[src/rtl/ostd_pkg.sv]
// Shared types and constants for the opcode size table deframer.
// No dependencies; imported by ostd_lookup, ostd_parser and the top level.
package ostd_pkg;

	localparam int OPCODE_COUNT = 256;
	localparam int OPCODE_W     = 8;
	localparam int LEN_BYTES    = 4;
	localparam int OUT_LEN_W    = 32;

	typedef enum logic [2:0] {
		PH_OPCODE  = 3'b001,
		PH_LENGTH  = 3'b010,
		PH_PAYLOAD = 3'b100
	} ostd_phase_t;

	typedef enum logic [1:0] {
		ROLE_OPCODE  = 2'd0,
		ROLE_LENGTH  = 2'd1,
		ROLE_PAYLOAD = 2'd2,
		ROLE_DROPPED = 2'd3
	} ostd_role_t;

	typedef struct packed {
		logic                valid;
		logic [OPCODE_W-1:0] data;
	} ostd_item_t;

endpackage

[src/rtl/ostd_ram.sv]
// Generic single write port RAM with registered read and read enable.
// No dependencies.
module ostd_ram #(
	parameter int WIDTH = 16,
	parameter int DEPTH = 256
) (
	input  logic                     clk,
	input  logic                     we,
	input  logic [$clog2(DEPTH)-1:0] waddr,
	input  logic [WIDTH-1:0]         wdata,
	input  logic                     re,
	input  logic [$clog2(DEPTH)-1:0] raddr,
	output logic [WIDTH-1:0]         rdata
);

	logic [WIDTH-1:0] mem [DEPTH];

	always_ff @(posedge clk) begin
		if (we) begin
			mem[waddr] <= wdata;
		end
		if (re) begin
			rdata <= mem[raddr];
		end
	end

endmodule

[src/rtl/ostd_lookup.sv]
// Input stage: size table RAM, entry valid bits and the stage 1 item register.
// Depends on ostd_pkg and ostd_ram.
module ostd_lookup
	import ostd_pkg::*;
#(
	parameter int SIZE_WIDTH = 16
) (
	input  logic                  clk,
	input  logic                  arst_n,
	input  logic                  in_valid,
	output logic                  in_stall,
	input  logic                  operation,
	input  logic [7:0]            data_byte,
	input  logic [7:0]            entry_index,
	input  logic [15:0]           entry_size,
	output ostd_item_t            item_s1,
	output logic [SIZE_WIDTH-1:0] size_s1,
	input  logic                  s1_ready
);

	logic                    accept;
	logic                    tbl_we;
	logic                    tbl_re;
	logic [SIZE_WIDTH-1:0]   rd_data;
	logic [OPCODE_COUNT-1:0] entry_valid_q;
	logic                    hit_s1;
	logic                    valid_s1;
	logic [OPCODE_W-1:0]     data_s1;

	assign in_stall = valid_s1 && !s1_ready;
	assign accept   = in_valid && !in_stall;
	assign tbl_we   = accept && operation;
	assign tbl_re   = accept && !operation;

	ostd_ram #(
		.WIDTH(SIZE_WIDTH),
		.DEPTH(OPCODE_COUNT)
	) u_table (
		.clk  (clk),
		.we   (tbl_we),
		.waddr(entry_index),
		.wdata(SIZE_WIDTH'(entry_size)),
		.re   (tbl_re),
		.raddr(data_byte),
		.rdata(rd_data)
	);

	always_ff @(posedge clk or negedge arst_n) begin
		if (!arst_n) begin
			entry_valid_q <= '0;
		end else if (tbl_we) begin
			entry_valid_q[entry_index] <= 1'b1;
		end
	end

	always_ff @(posedge clk or negedge arst_n) begin
		if (!arst_n) begin
			valid_s1 <= 1'b0;
		end else if (accept) begin
			valid_s1 <= !operation;
		end else if (s1_ready) begin
			valid_s1 <= 1'b0;
		end
	end

	always_ff @(posedge clk) begin
		if (tbl_re) begin
			data_s1 <= data_byte;
			hit_s1  <= entry_valid_q[data_byte];
		end
	end

	assign item_s1 = '{valid: valid_s1, data: data_s1};

	// unwritten entries read as unmapped
	assign size_s1 = hit_s1 ? rd_data : '0;

endmodule

[src/rtl/ostd_parser.sv]
// Frame parser: phase state, length gather, byte counters and the result register.
// Depends on ostd_pkg.
module ostd_parser
	import ostd_pkg::*;
#(
	parameter int SIZE_WIDTH   = 16,
	parameter int LENGTH_WIDTH = 32
) (
	input  logic                  clk,
	input  logic                  arst_n,
	input  ostd_item_t            item_s1,
	input  logic [SIZE_WIDTH-1:0] size_s1,
	output logic                  s1_ready,
	input  logic [7:0]            var_opcode,
	output logic                  out_valid,
	input  logic                  out_stall,
	output logic [7:0]            out_byte,
	output logic [1:0]            byte_role,
	output logic [7:0]            frame_opcode,
	output logic [31:0]           payload_length,
	output logic                  frame_end
);

	localparam int PLEN_W = (SIZE_WIDTH > LENGTH_WIDTH) ? SIZE_WIDTH : LENGTH_WIDTH;

	ostd_phase_t             phase_q, phase_nxt;
	logic [7:0]              cur_op_q, cur_op_nxt;
	logic [LENGTH_WIDTH-1:0] gather_q, gather_nxt;
	logic [1:0]              lcount_q, lcount_nxt;
	logic [PLEN_W-1:0]       remain_q, remain_nxt;
	logic [PLEN_W-1:0]       plen_q, plen_nxt;

	logic                    take;
	logic [7:0]              b;
	logic [31:0]             gather_wide;
	logic [LENGTH_WIDTH-1:0] gathered;
	logic [PLEN_W-1:0]       remain_dec;
	logic [SIZE_WIDTH-1:0]   size_m1;

	ostd_role_t              o_role;
	logic [7:0]              o_op;
	logic [PLEN_W-1:0]       o_plen;
	logic                    o_end;

	logic                    out_valid_q;
	logic [7:0]              out_byte_q;
	ostd_role_t              out_role_q;
	logic [7:0]              out_op_q;
	logic [PLEN_W-1:0]       out_plen_q;
	logic                    out_end_q;

	assign s1_ready = !out_valid_q || !out_stall;
	assign take     = item_s1.valid && s1_ready;
	assign b        = item_s1.data;

	assign gather_wide = 32'(gather_q) | (32'(b) << {lcount_q, 3'b000});
	assign gathered    = gather_wide[LENGTH_WIDTH-1:0];
	assign remain_dec  = remain_q - PLEN_W'(1);
	assign size_m1     = size_s1 - SIZE_WIDTH'(1);

	always_comb begin
		phase_nxt  = phase_q;
		cur_op_nxt = cur_op_q;
		gather_nxt = gather_q;
		lcount_nxt = lcount_q;
		remain_nxt = remain_q;
		plen_nxt   = plen_q;
		o_role     = ROLE_OPCODE;
		o_op       = cur_op_q;
		o_plen     = '0;
		o_end      = 1'b0;
		unique case (phase_q)
			PH_LENGTH: begin
				o_role     = ROLE_LENGTH;
				gather_nxt = gathered;
				if (lcount_q != 2'(LEN_BYTES - 1)) begin
					lcount_nxt = lcount_q + 2'd1;
				end else begin
					lcount_nxt = '0;
					plen_nxt   = PLEN_W'(gathered);
					if (gathered == '0) begin
						phase_nxt = PH_OPCODE;
						o_end     = 1'b1;
					end else begin
						remain_nxt = PLEN_W'(gathered);
						phase_nxt  = PH_PAYLOAD;
						o_plen     = PLEN_W'(gathered);
					end
				end
			end
			PH_PAYLOAD: begin
				o_role     = ROLE_PAYLOAD;
				remain_nxt = remain_dec;
				o_plen     = plen_q;
				o_end      = (remain_dec == '0);
				if (remain_dec == '0) begin
					phase_nxt = PH_OPCODE;
				end
			end
			PH_OPCODE: begin
				o_op = b;
				if (size_s1 == '0) begin
					o_role = ROLE_DROPPED;
				end else begin
					cur_op_nxt = b;
					if (b == var_opcode) begin
						gather_nxt = '0;
						lcount_nxt = '0;
						plen_nxt   = '0;
						phase_nxt  = PH_LENGTH;
					end else begin
						plen_nxt = PLEN_W'(size_m1);
						if (size_m1 == '0) begin
							o_end = 1'b1;
						end else begin
							remain_nxt = PLEN_W'(size_m1);
							phase_nxt  = PH_PAYLOAD;
							o_plen     = PLEN_W'(size_m1);
						end
					end
				end
			end
			default: begin
				phase_nxt = PH_OPCODE;
			end
		endcase
	end

	always_ff @(posedge clk or negedge arst_n) begin
		if (!arst_n) begin
			phase_q  <= PH_OPCODE;
			cur_op_q <= '0;
			gather_q <= '0;
			lcount_q <= '0;
			remain_q <= '0;
			plen_q   <= '0;
		end else if (take) begin
			phase_q  <= phase_nxt;
			cur_op_q <= cur_op_nxt;
			gather_q <= gather_nxt;
			lcount_q <= lcount_nxt;
			remain_q <= remain_nxt;
			plen_q   <= plen_nxt;
		end
	end

	always_ff @(posedge clk or negedge arst_n) begin
		if (!arst_n) begin
			out_valid_q <= 1'b0;
		end else if (s1_ready) begin
			out_valid_q <= item_s1.valid;
		end
	end

	always_ff @(posedge clk) begin
		if (take) begin
			out_byte_q <= b;
			out_role_q <= o_role;
			out_op_q   <= o_op;
			out_plen_q <= o_plen;
			out_end_q  <= o_end;
		end
	end

	assign out_valid      = out_valid_q;
	assign out_byte       = out_byte_q;
	assign byte_role      = out_role_q;
	assign frame_opcode   = out_op_q;
	assign payload_length = OUT_LEN_W'(out_plen_q);
	assign frame_end      = out_end_q;

`ifndef SYNTHESIS
	a_count_idle: assert property (@(posedge clk) disable iff (!arst_n)
		phase_q != PH_LENGTH |-> lcount_q == '0)
		else $error("length byte count not clear outside length phase");

	a_remain_live: assert property (@(posedge clk) disable iff (!arst_n)
		phase_q == PH_PAYLOAD |-> remain_q != '0)
		else $error("payload phase with nothing remaining");

	a_drop_clean: assert property (@(posedge clk) disable iff (!arst_n)
		out_valid_q && out_role_q == ROLE_DROPPED |-> !out_end_q && out_plen_q == '0)
		else $error("dropped opcode carries frame data");

	a_end_rearm: assert property (@(posedge clk) disable iff (!arst_n)
		take && o_end |=> phase_q == PH_OPCODE)
		else $error("frame end without return to opcode phase");
`endif

endmodule

[src/rtl/opcode_size_table_deframer.sv]
// Top level of the opcode size table deframer: variable opcode register,
// lookup stage and parser. Depends on ostd_pkg, ostd_lookup and ostd_parser.
//
// Input channel (in_valid / in_stall) carries one request per cycle while in_stall is low: either a
// stream byte (operation 0, data_byte) or a size table write (operation 1,
// entry_index, entry_size). Table writes produce no result and take effect
// for opcodes accepted after them.
// Output channel (out_valid / out_stall) carries one result per stream byte:
// the byte, its role, the frame opcode, payload length and frame end mark.
// Configuration channel (cfg_valid / cfg_ready) writes the variable opcode;
// cfg_ready is always high. Write it only while the block is idle.
// An accepted stream byte passes the table read register, then the result
// register, before it appears on the output. Throughput is one request per
// cycle while in_stall is low, set by the single table read port and the parse step.
// Reset clears every table entry to unmapped through per-entry valid bits,
// sets the variable opcode to 99 and returns the parser to expect an opcode;
// requests are accepted as soon as reset is released.
// While out_stall is high the result holds; one more byte may sit in the
// lookup stage, after which in_stall rises.
module opcode_size_table_deframer
	import ostd_pkg::*;
#(
	parameter int SIZE_WIDTH   = 16,
	parameter int LENGTH_WIDTH = 32
) (
	input  logic        clk,
	input  logic        arst_n,
	input  logic        cfg_valid,
	output logic        cfg_ready,
	input  logic [7:0]  variable_opcode,
	input  logic        in_valid,
	output logic        in_stall,
	input  logic        operation,
	input  logic [7:0]  data_byte,
	input  logic [7:0]  entry_index,
	input  logic [15:0] entry_size,
	output logic        out_valid,
	input  logic        out_stall,
	output logic [7:0]  out_byte,
	output logic [1:0]  byte_role,
	output logic [7:0]  frame_opcode,
	output logic [31:0] payload_length,
	output logic        frame_end
);

	logic [7:0]            var_opcode_q;
	ostd_item_t            item_s1;
	logic [SIZE_WIDTH-1:0] size_s1;
	logic                  s1_ready;

	assign cfg_ready = 1'b1;

	always_ff @(posedge clk or negedge arst_n) begin
		if (!arst_n) begin
			var_opcode_q <= 8'd99;
		end else if (cfg_valid && cfg_ready) begin
			var_opcode_q <= variable_opcode;
		end
	end

	ostd_lookup #(
		.SIZE_WIDTH(SIZE_WIDTH)
	) u_lookup (
		.clk        (clk),
		.arst_n     (arst_n),
		.in_valid   (in_valid),
		.in_stall   (in_stall),
		.operation  (operation),
		.data_byte  (data_byte),
		.entry_index(entry_index),
		.entry_size (entry_size),
		.item_s1    (item_s1),
		.size_s1    (size_s1),
		.s1_ready   (s1_ready)
	);

	ostd_parser #(
		.SIZE_WIDTH  (SIZE_WIDTH),
		.LENGTH_WIDTH(LENGTH_WIDTH)
	) u_parser (
		.clk           (clk),
		.arst_n        (arst_n),
		.item_s1       (item_s1),
		.size_s1       (size_s1),
		.s1_ready      (s1_ready),
		.var_opcode    (var_opcode_q),
		.out_valid     (out_valid),
		.out_stall     (out_stall),
		.out_byte      (out_byte),
		.byte_role     (byte_role),
		.frame_opcode  (frame_opcode),
		.payload_length(payload_length),
		.frame_end     (frame_end)
	);

endmodule

[config.mk]
export PLATFORM = sky130hd
export DESIGN_NAME = opcode_size_table_deframer
export DESIGN_NICKNAME = d
export VERILOG_FILES = /design/src/rtl/ostd_pkg.sv /design/src/rtl/ostd_ram.sv /design/src/rtl/ostd_lookup.sv /design/src/rtl/ostd_parser.sv /design/src/rtl/opcode_size_table_deframer.sv
export SDC_FILE = /design/constraint.sdc
export NUM_CORES = 2
export LEC_CHECK = 0
export ABC_CLOCK_PERIOD_IN_PS = 6920
export BUFFER_PORTS_ARGS = -buffer_cell sky130_fd_sc_hd__buf_2
export CAP_MARGIN = 10
export CELL_PAD_IN_SITES_DETAIL_PLACEMENT = 0
export CELL_PAD_IN_SITES_GLOBAL_PLACEMENT = 1
export CORE_MARGIN = 2
export CORE_UTILIZATION = 50
export CTS_CLUSTER_DIAMETER = 50
export CTS_CLUSTER_SIZE = 12
export DETAILED_ROUTE_END_ITERATION = 8
export PLACE_DENSITY_LB_ADDON = 0.1
export SKIP_LAST_GASP = 1
export SYNTH_ARGS = -nofsm -noshare
export SYNTH_HDL_FRONTEND = slang
export SYNTH_SLANG_ARGS = --single-unit
[constraint.sdc]
create_clock -name clk -period 6.92 [get_ports clk]
set_input_delay 0.346 -clock clk [delete_from_list [all_inputs] [get_ports clk]]
set_output_delay 0.346 -clock clk [all_outputs]
set_load 0.01 [all_outputs]
## After elaboration in Yosys (flattened, before gate mapping)

Memories as Yosys holds them, arrays and structs flattened. A register that Yosys moved wholly into a read port is not among the register bits.
Index checks and enable logic that the tools add are counted.

- Register bits: 435
- Bits in writable memories: 4096
- Input bits: 46
- Output and inout port bits: 54
- Memories: 1

- $add $sub $neg: 3
- Magnitude comparators: 3
- Equality and inequality tests: 13
- Shift operators: 1
- Muxes and demuxes: 48
- Bitwise logic cells: 3
- Reductions and logical operators: 24

Memories:

| memory | words | width | read ports | clocked after memory_dff | write ports | line | text |
|---|---|---|---|---|---|---|---|
| u_lookup.u_table.mem | 256 | 16 | 1 | 1 | 1 | ostd_ram.sv:16 | `logic [WIDTH-1:0] mem [DEPTH];` |

Operator list:

| operator | count |
|---|---|
| $mux W32 | 13 |
| $or A256 B256 Y256 | 1 |
| $pmux W32 S3 | 2 |
| $pmux W32 S2 | 2 |
| $logic_not A32 Y1 | 2 |
| $mux W16 | 3 |
| $logic_not A16 Y1 | 2 |
| $or A32 B32 Y32 | 1 |
| $shl A8 B5 Y32 | 1 |
| $sub A32 B1 Y32 const B | 1 |
| $lt A8 B9 Y1 const B | 2 |
| $mux W3 | 6 |
| $sub A16 B1 Y16 const B | 1 |
| $ne A2 B2 Y1 const B | 6 |
| $mux W1 | 11 |
| $pmux W3 S3 | 1 |
| $bmux W1 S8 | 1 |
| $demux W1 S8 | 1 |
| $eq A8 B8 Y1 | 1 |
| $ge A8 B1 Y1 const B | 1 |
| $mux W2 | 4 |
| $mux W8 | 1 |
| $reduce_and A4 Y1 | 2 |
| $reduce_and A7 Y1 | 1 |
| 17 further kinds | 28 |

## Depth between registers and ports, before layout

- Word-level depth: 9
- Gate-level depth with buffers: 15
- Depth with buffers taken out: 10

## Cells and area by module

A second synthesis with hierarchy kept.

- Cells, all modules: 9173
- Area total of the unflattened synthesis: 179443.4 um^2

By module, submodules not included:

| module | times used | cells each | area each (um^2) |
|---|---|---|---|
| ostd_ram | 1 | 7360 | 158874.9 |
| ostd_lookup | 1 | 868 | 11462.2 |
| ostd_parser | 1 | 926 | 8758.4 |
| opcode_size_table_deframer | 1 | 19 | 347.8 |

## Least setup slack after synthesis

No wires, ideal clock.

- Path type: reg2reg
- Start: reg u_parser.out_valid_q (netlist: u_parser.out_valid)
- End: reg u_parser.remain_q[23]
- Library setup time: 0.121 ns
- Data arrival time: 6.128 ns
- Data required time: 6.799 ns
- Slack: 0.671 ns
- Cell stages (with the launch flop): 8
- Buffers on the path: 1
- Cells stage by stage: dfrtp_1 a21boi_0 o21ai_0 a21oi_1 o21a_1 clkbuf_1 nand3_1 a22o_1

- Word-level cells in the longest chain between the ends: 4

RTL lines:

| item | line | text |
|---|---|---|
| start: declaration | ostd_parser.sv:45 | `logic out_valid_q;` |
| start signal: assignment | ostd_parser.sv:151 | `out_valid_q <= item_s1.valid;` |
| $logic_not A1 Y1 | ostd_parser.sv:52 | `assign s1_ready = !out_valid_q \|\| !out_stall;` |
| $logic_or A1 B1 Y1 | ostd_parser.sv:52 |  |
| $logic_and A1 B1 Y1 | ostd_parser.sv:53 | `assign take = item_s1.valid && s1_ready;` |
| named net u_parser.take | ostd_parser.sv:33 | `logic take;` |
| $reduce_and A7 Y1 (no source line) | - |  |
| end signal: assignment | ostd_parser.sv:142 | `remain_q <= remain_nxt;` |
| end: declaration | ostd_parser.sv:30 | `logic [PLEN_W-1:0] remain_q, remain_nxt;` |

The timed path passes the listed nets, and every way through them passes these cells.
A chain may end at the register's enable or synchronous reset.

## Worst setup path in the final report

- Start: reg u_lookup.hit_s1
- End: reg u_parser.remain_q[3]

- Word-level cells in the longest chain between the ends: 6
- Elaborated cells between the ends (all ways): 11

RTL lines:

| item | line | text |
|---|---|---|
| start: declaration | ostd_lookup.sv:26 | `logic hit_s1;` |
| start signal: assignment | ostd_lookup.sv:69 | `hit_s1 <= entry_valid_q[data_byte];` |
| $mux W16 * | ostd_lookup.sv:76 | `assign size_s1 = hit_s1 ? rd_data : '0;` |
| parallel branches: the longest is 5 deep, another holds $sub A16 B1 Y16 | - |  |

Mark *: on every way between the ends. The select of a mux whose other input is x is not followed.

==> flow_summary.json <==
{
  "fp.dieW_um": 596,
  "drtIter0Drc": 10100,
  "initial_utilization": 0.502,
  "overflow": 0,
  "critPathLaunchType": "flip-flop",
  "fin_worst_skew_ps": 45.4,
  "whs_ps": -10.4,
  "p_int_mw": 47.8,
  "ir_drop_mv": 0.256,
  "dieArea_sq_um": 356000,
  "synth_flop_cell": "edfxtp_1",
  "ys_warn_count": 0,
  "cts_root_buffer": "clkbuf_16",
  "via_per_inst": 6.34,
  "ys_ff_latch": 4547,
  "yosysMostFrequentCell": "edfxtp_1",
  "fillers": 25400,
  "switching_share": 0.216,
  "cts_sinks": 4547,
  "final_nets": 8480,
  "p_seq_frac": 0.500,
  "fin_crit_ps": 4910,
  "worstMarginPinSlew_ps": 1430,
  "p_leak_nw": 65.8,
  "synth_edf_count": 4172,
  "cts_htree_levels": 6,
  "grt_max_degree": 174,
  "critPathKind": "flip-flop to flip-flop",
  "syn_to_final_growth_pct": 14.8,
  "grt_pass1_wl_um": 664000,
  "arrival_ps": 5790,
  "fin_tns_setup_ps": 0,
  "relSlewSlack": 0.0446,
  "clk_latency_ps": 1010,
  "dieHeight_um": 596,
  "cts-buffers-inserted": 518,
  "yosys-top-cells-area": "edfxtp_1, mux4_2, dfrtp_1",
  "synth_top_area_share": 0.714,
  "syn_area_per_cell_sq_um": 22.4,
  "hold_viol": 1,
  "violations": "negative hold slack",
  "timing.fmax_ghz": 0.204,
  "syn_inst": 7835,
  "synth_area_leader_cell": "edfxtp_1",
  "first_global_vias": 86500,
  "place_congestion": 0.829,
  "powerDensity_nw_per_um2": 303,
  "cts_tree": "yes",
  "dpl.hpwl_um": 273000,
  "syn-num-nets": 7886,
  "period_share": 0.709,
  "globalRouteTotalUtil": 0.265,
  "synth_cell_types": 77,
  "cts_max_path_buffers": 4,
  "synthArstFlopShare": 0.0825,
  "clockPowerShare": 0.443,
  "wirelength_um": 471000,
  "hp-class": "input port to flip-flop",
  "p_sw_mw": 13.2,
  "cp_max_fo": 33,
  "syn_area_sq_um": 175000,
  "dr.pass1.iters": 8,
  "pwr-share-comb": 0.057,
  "seq_area_sq_um": 135000,
  "status": "finished, violations left",
  "max_cap_violations": 0,
  "clk_pin_slew_ps": 60,
  "cp.required_ps": 7800,
  "via_count": 85300,
  "cts_setup_buffers": 0,
  "io_buffers": 98,
  "ys_seq_area_frac": 0.767,
  "pin_count": 100,
  "slew_violations": 0,
  "wl_per_cell_um": 35.0,
  "core_area_sq_um": 349000,
  "utilization": 0.577,
  "multi_input_area_sq_um": 39600,
  "antenna_left": 0,
  "drive_above_1_share": 0.351,
  "antenna_found_initial": 43,
  "rsz0062_at_grt": "no",
  "critPathCaptureType": "flip-flop",
  "row_count": 217,
  "setup-violations-final": 0,
  "post-route-drc-count": 0,
  "synth_top_cells_by_count": "edfxtp_1, mux4_2, dfrtp_1"
}
-- layout by cell type, fill, tap and decap left out, types with 13 or more instances in the layout --
| cell | n |
|---|---|
| nand3_1 | 36 |
| nor2_1 | 141 |
| bufinv_16 | 45 |
| inv_6 | 28 |
| clkbuf_8 | 29 |
| nor3_1 | 17 |
| nor4_1 | 27 |
| buf_4 | 304 |
| o31ai_1 | 14 |
| o21ai_0 | 101 |
| or2_2 | 272 |
| o22ai_1 | 142 |
| dlygate4sd3_1 | 46 |
| nand2_1 | 161 |
| clkinv_1 | 56 |
| clkinv_2 | 71 |
| clkbuf_16 | 542 |
| buf_2 | 76 |
| diode_2 | 46 |
| buf_12 | 42 |
| buf_8 | 17 |
| edfxtp_1 | 4172 |
| a22oi_1 | 14 |
| mux4_2 | 1360 |
| xnor2_1 | 16 |
| clkinvlp_4 | 18 |
| a21oi_1 | 86 |
| or4_1 | 41 |
| clkbuf_1 | 108 |
| a31oi_1 | 13 |
| dfrtp_1 | 370 |
| nor2_2 | 191 |
| mux2_2 | 31 |
-- what timing repair did --
item,4_1_cts,5_1_grt
hold buffers,47,0
hold endpoints to repair,1265,0
resized for setup,0,0
-- sequential cells by signal (all words and copies together), names as in the netlist --
signal                   flops
u_lookup.u_table.rdata      16
u_parser.payload_length     32
var_opcode_q                 8
u_parser.cur_op_q            8
u_lookup.hit_s1              1
u_lookup.u_table.mem      4096
u_parser.gather_q           32
u_parser.out_byte            8
u_parser.frame_end           1
u_parser.out_valid           1
u_lookup.data_s1             8
u_lookup.entry_valid_q     256
u_lookup.valid_s1            1
u_parser.phase_q             3
u_parser.remain_q           32
u_parser.plen_q             32
u_parser.frame_opcode        8
u_parser.byte_role           2
u_parser.lcount_q            2
-- metrics by stage --
step	instance area [sq um]	total power, mW	setup WS [ps]	std cells	hold WS [ps]
3_5_place_dp	184000	34.5	2040	12500	302
4_1_cts	201000	61.4	2050	13400	2.64
3_3_place_gp	184000	34.5	2140	12400	304
6_report	201000	61.0	2010	13500	-10.4
2_1_floorplan	175000	33.0	671	7835	50.4
5_1_grt	201000	62.7	1840	13400	24.5
-- area by class of cell --
type                       count  area share
antenna                       46    0.000571
sequential                  4547       0.669
clock buffer                 670      0.0707
tap                         4599      0.0286
multi-input combinational   2855       0.197
timing repair buffer         501      0.0224
clock inverter               235      0.0124
inverter                       6    0.000112
-- critical path, stage by stage (launching register included) --
cell and delay [ps]:
edfxtp_1 970, nand2_1 300, ha_1 400, nor3b_1 190
nand4_1 200, o21ai_0 320, a21oi_1 550, o21a_1 190
buf_4 340, and2_1 630, buf_4 300, mux2_1 330
-- worst paths after layout --
kind	startpoint	endpoint	slack [ps]	cells past startpoint
max in group asynchronous	arst_n	u_lookup.entry_valid_q[119]$_DFFE_PN0P_	4860	5
worst max register to register	u_lookup.hit_s1$_DFFE_PP_	u_parser.remain_q[3]$_DFFE_PN0P_	2010	11
min in group asynchronous	arst_n	u_lookup.entry_valid_q[203]$_DFFE_PN0P_	500	4
worst min register to register	u_lookup.entry_valid_q[134]$_DFFE_PN0P_	u_lookup.entry_valid_q[134]$_DFFE_PN0P_	460	1
worst min-delay path	entry_size[5]	u_lookup.u_table.mem[62][5]$_DFFE_PP_	-10	1
worst max-delay path	u_lookup.hit_s1$_DFFE_PP_	u_parser.remain_q[3]$_DFFE_PN0P_	2010	11
-- cell families (layout without fill, tap and decap cells) --
| kind of cell | after synthesis | count (layout) | synth area share |
|---|---|---|---|
| AND/OR/NAND/NOR | 991 | 991 | 0.0284 |
| AO/OA/AOI/OAI | 437 | 437 | 0.0154 |
| XOR/XNOR | 24 | 24 | 0.00120 |
| buffers and inverters | 433 | 1412 | 0.0102 |
| flip-flops | 4547 | 4547 | 0.767 |
| adder cells (fa/ha/maj) | 5 | 5 | 0.000357 |
| other | 1 | 47 | 0.0000214 |
| multiplexers | 1397 | 1397 | 0.177 |
-- metal layers --
metal / wire [um] / GRT usage / part of all wire / up-vias
li1: - / - / - / 34300
met1: 195000 / 0.385 / 0.41 / 46800
met2: 226000 / 0.418 / 0.48 / 3564
met3: 34800 / 0.0431 / 0.074 / 637
met4: 15000 / 0.0811 / 0.032 / 6
met5: 66 / 0 / 0.00014 / -
-- power groups by stage --
| stage | clock network (mW) | registers, mW | logic (mW) |
|---|---|---|---|
| global placement | 0 | 31.1 | 3.40 |
| finish | 27.0 | 30.5 | 3.46 |
| CTS | 27.5 | 30.5 | 3.49 |
| detailed placement | 0 | 31.1 | 3.45 |
| floorplan | 0 | 31.0 | 1.97 |
| global route | 28.5 | 30.5 | 3.68 |
Power figures use the tool's default switching activity.
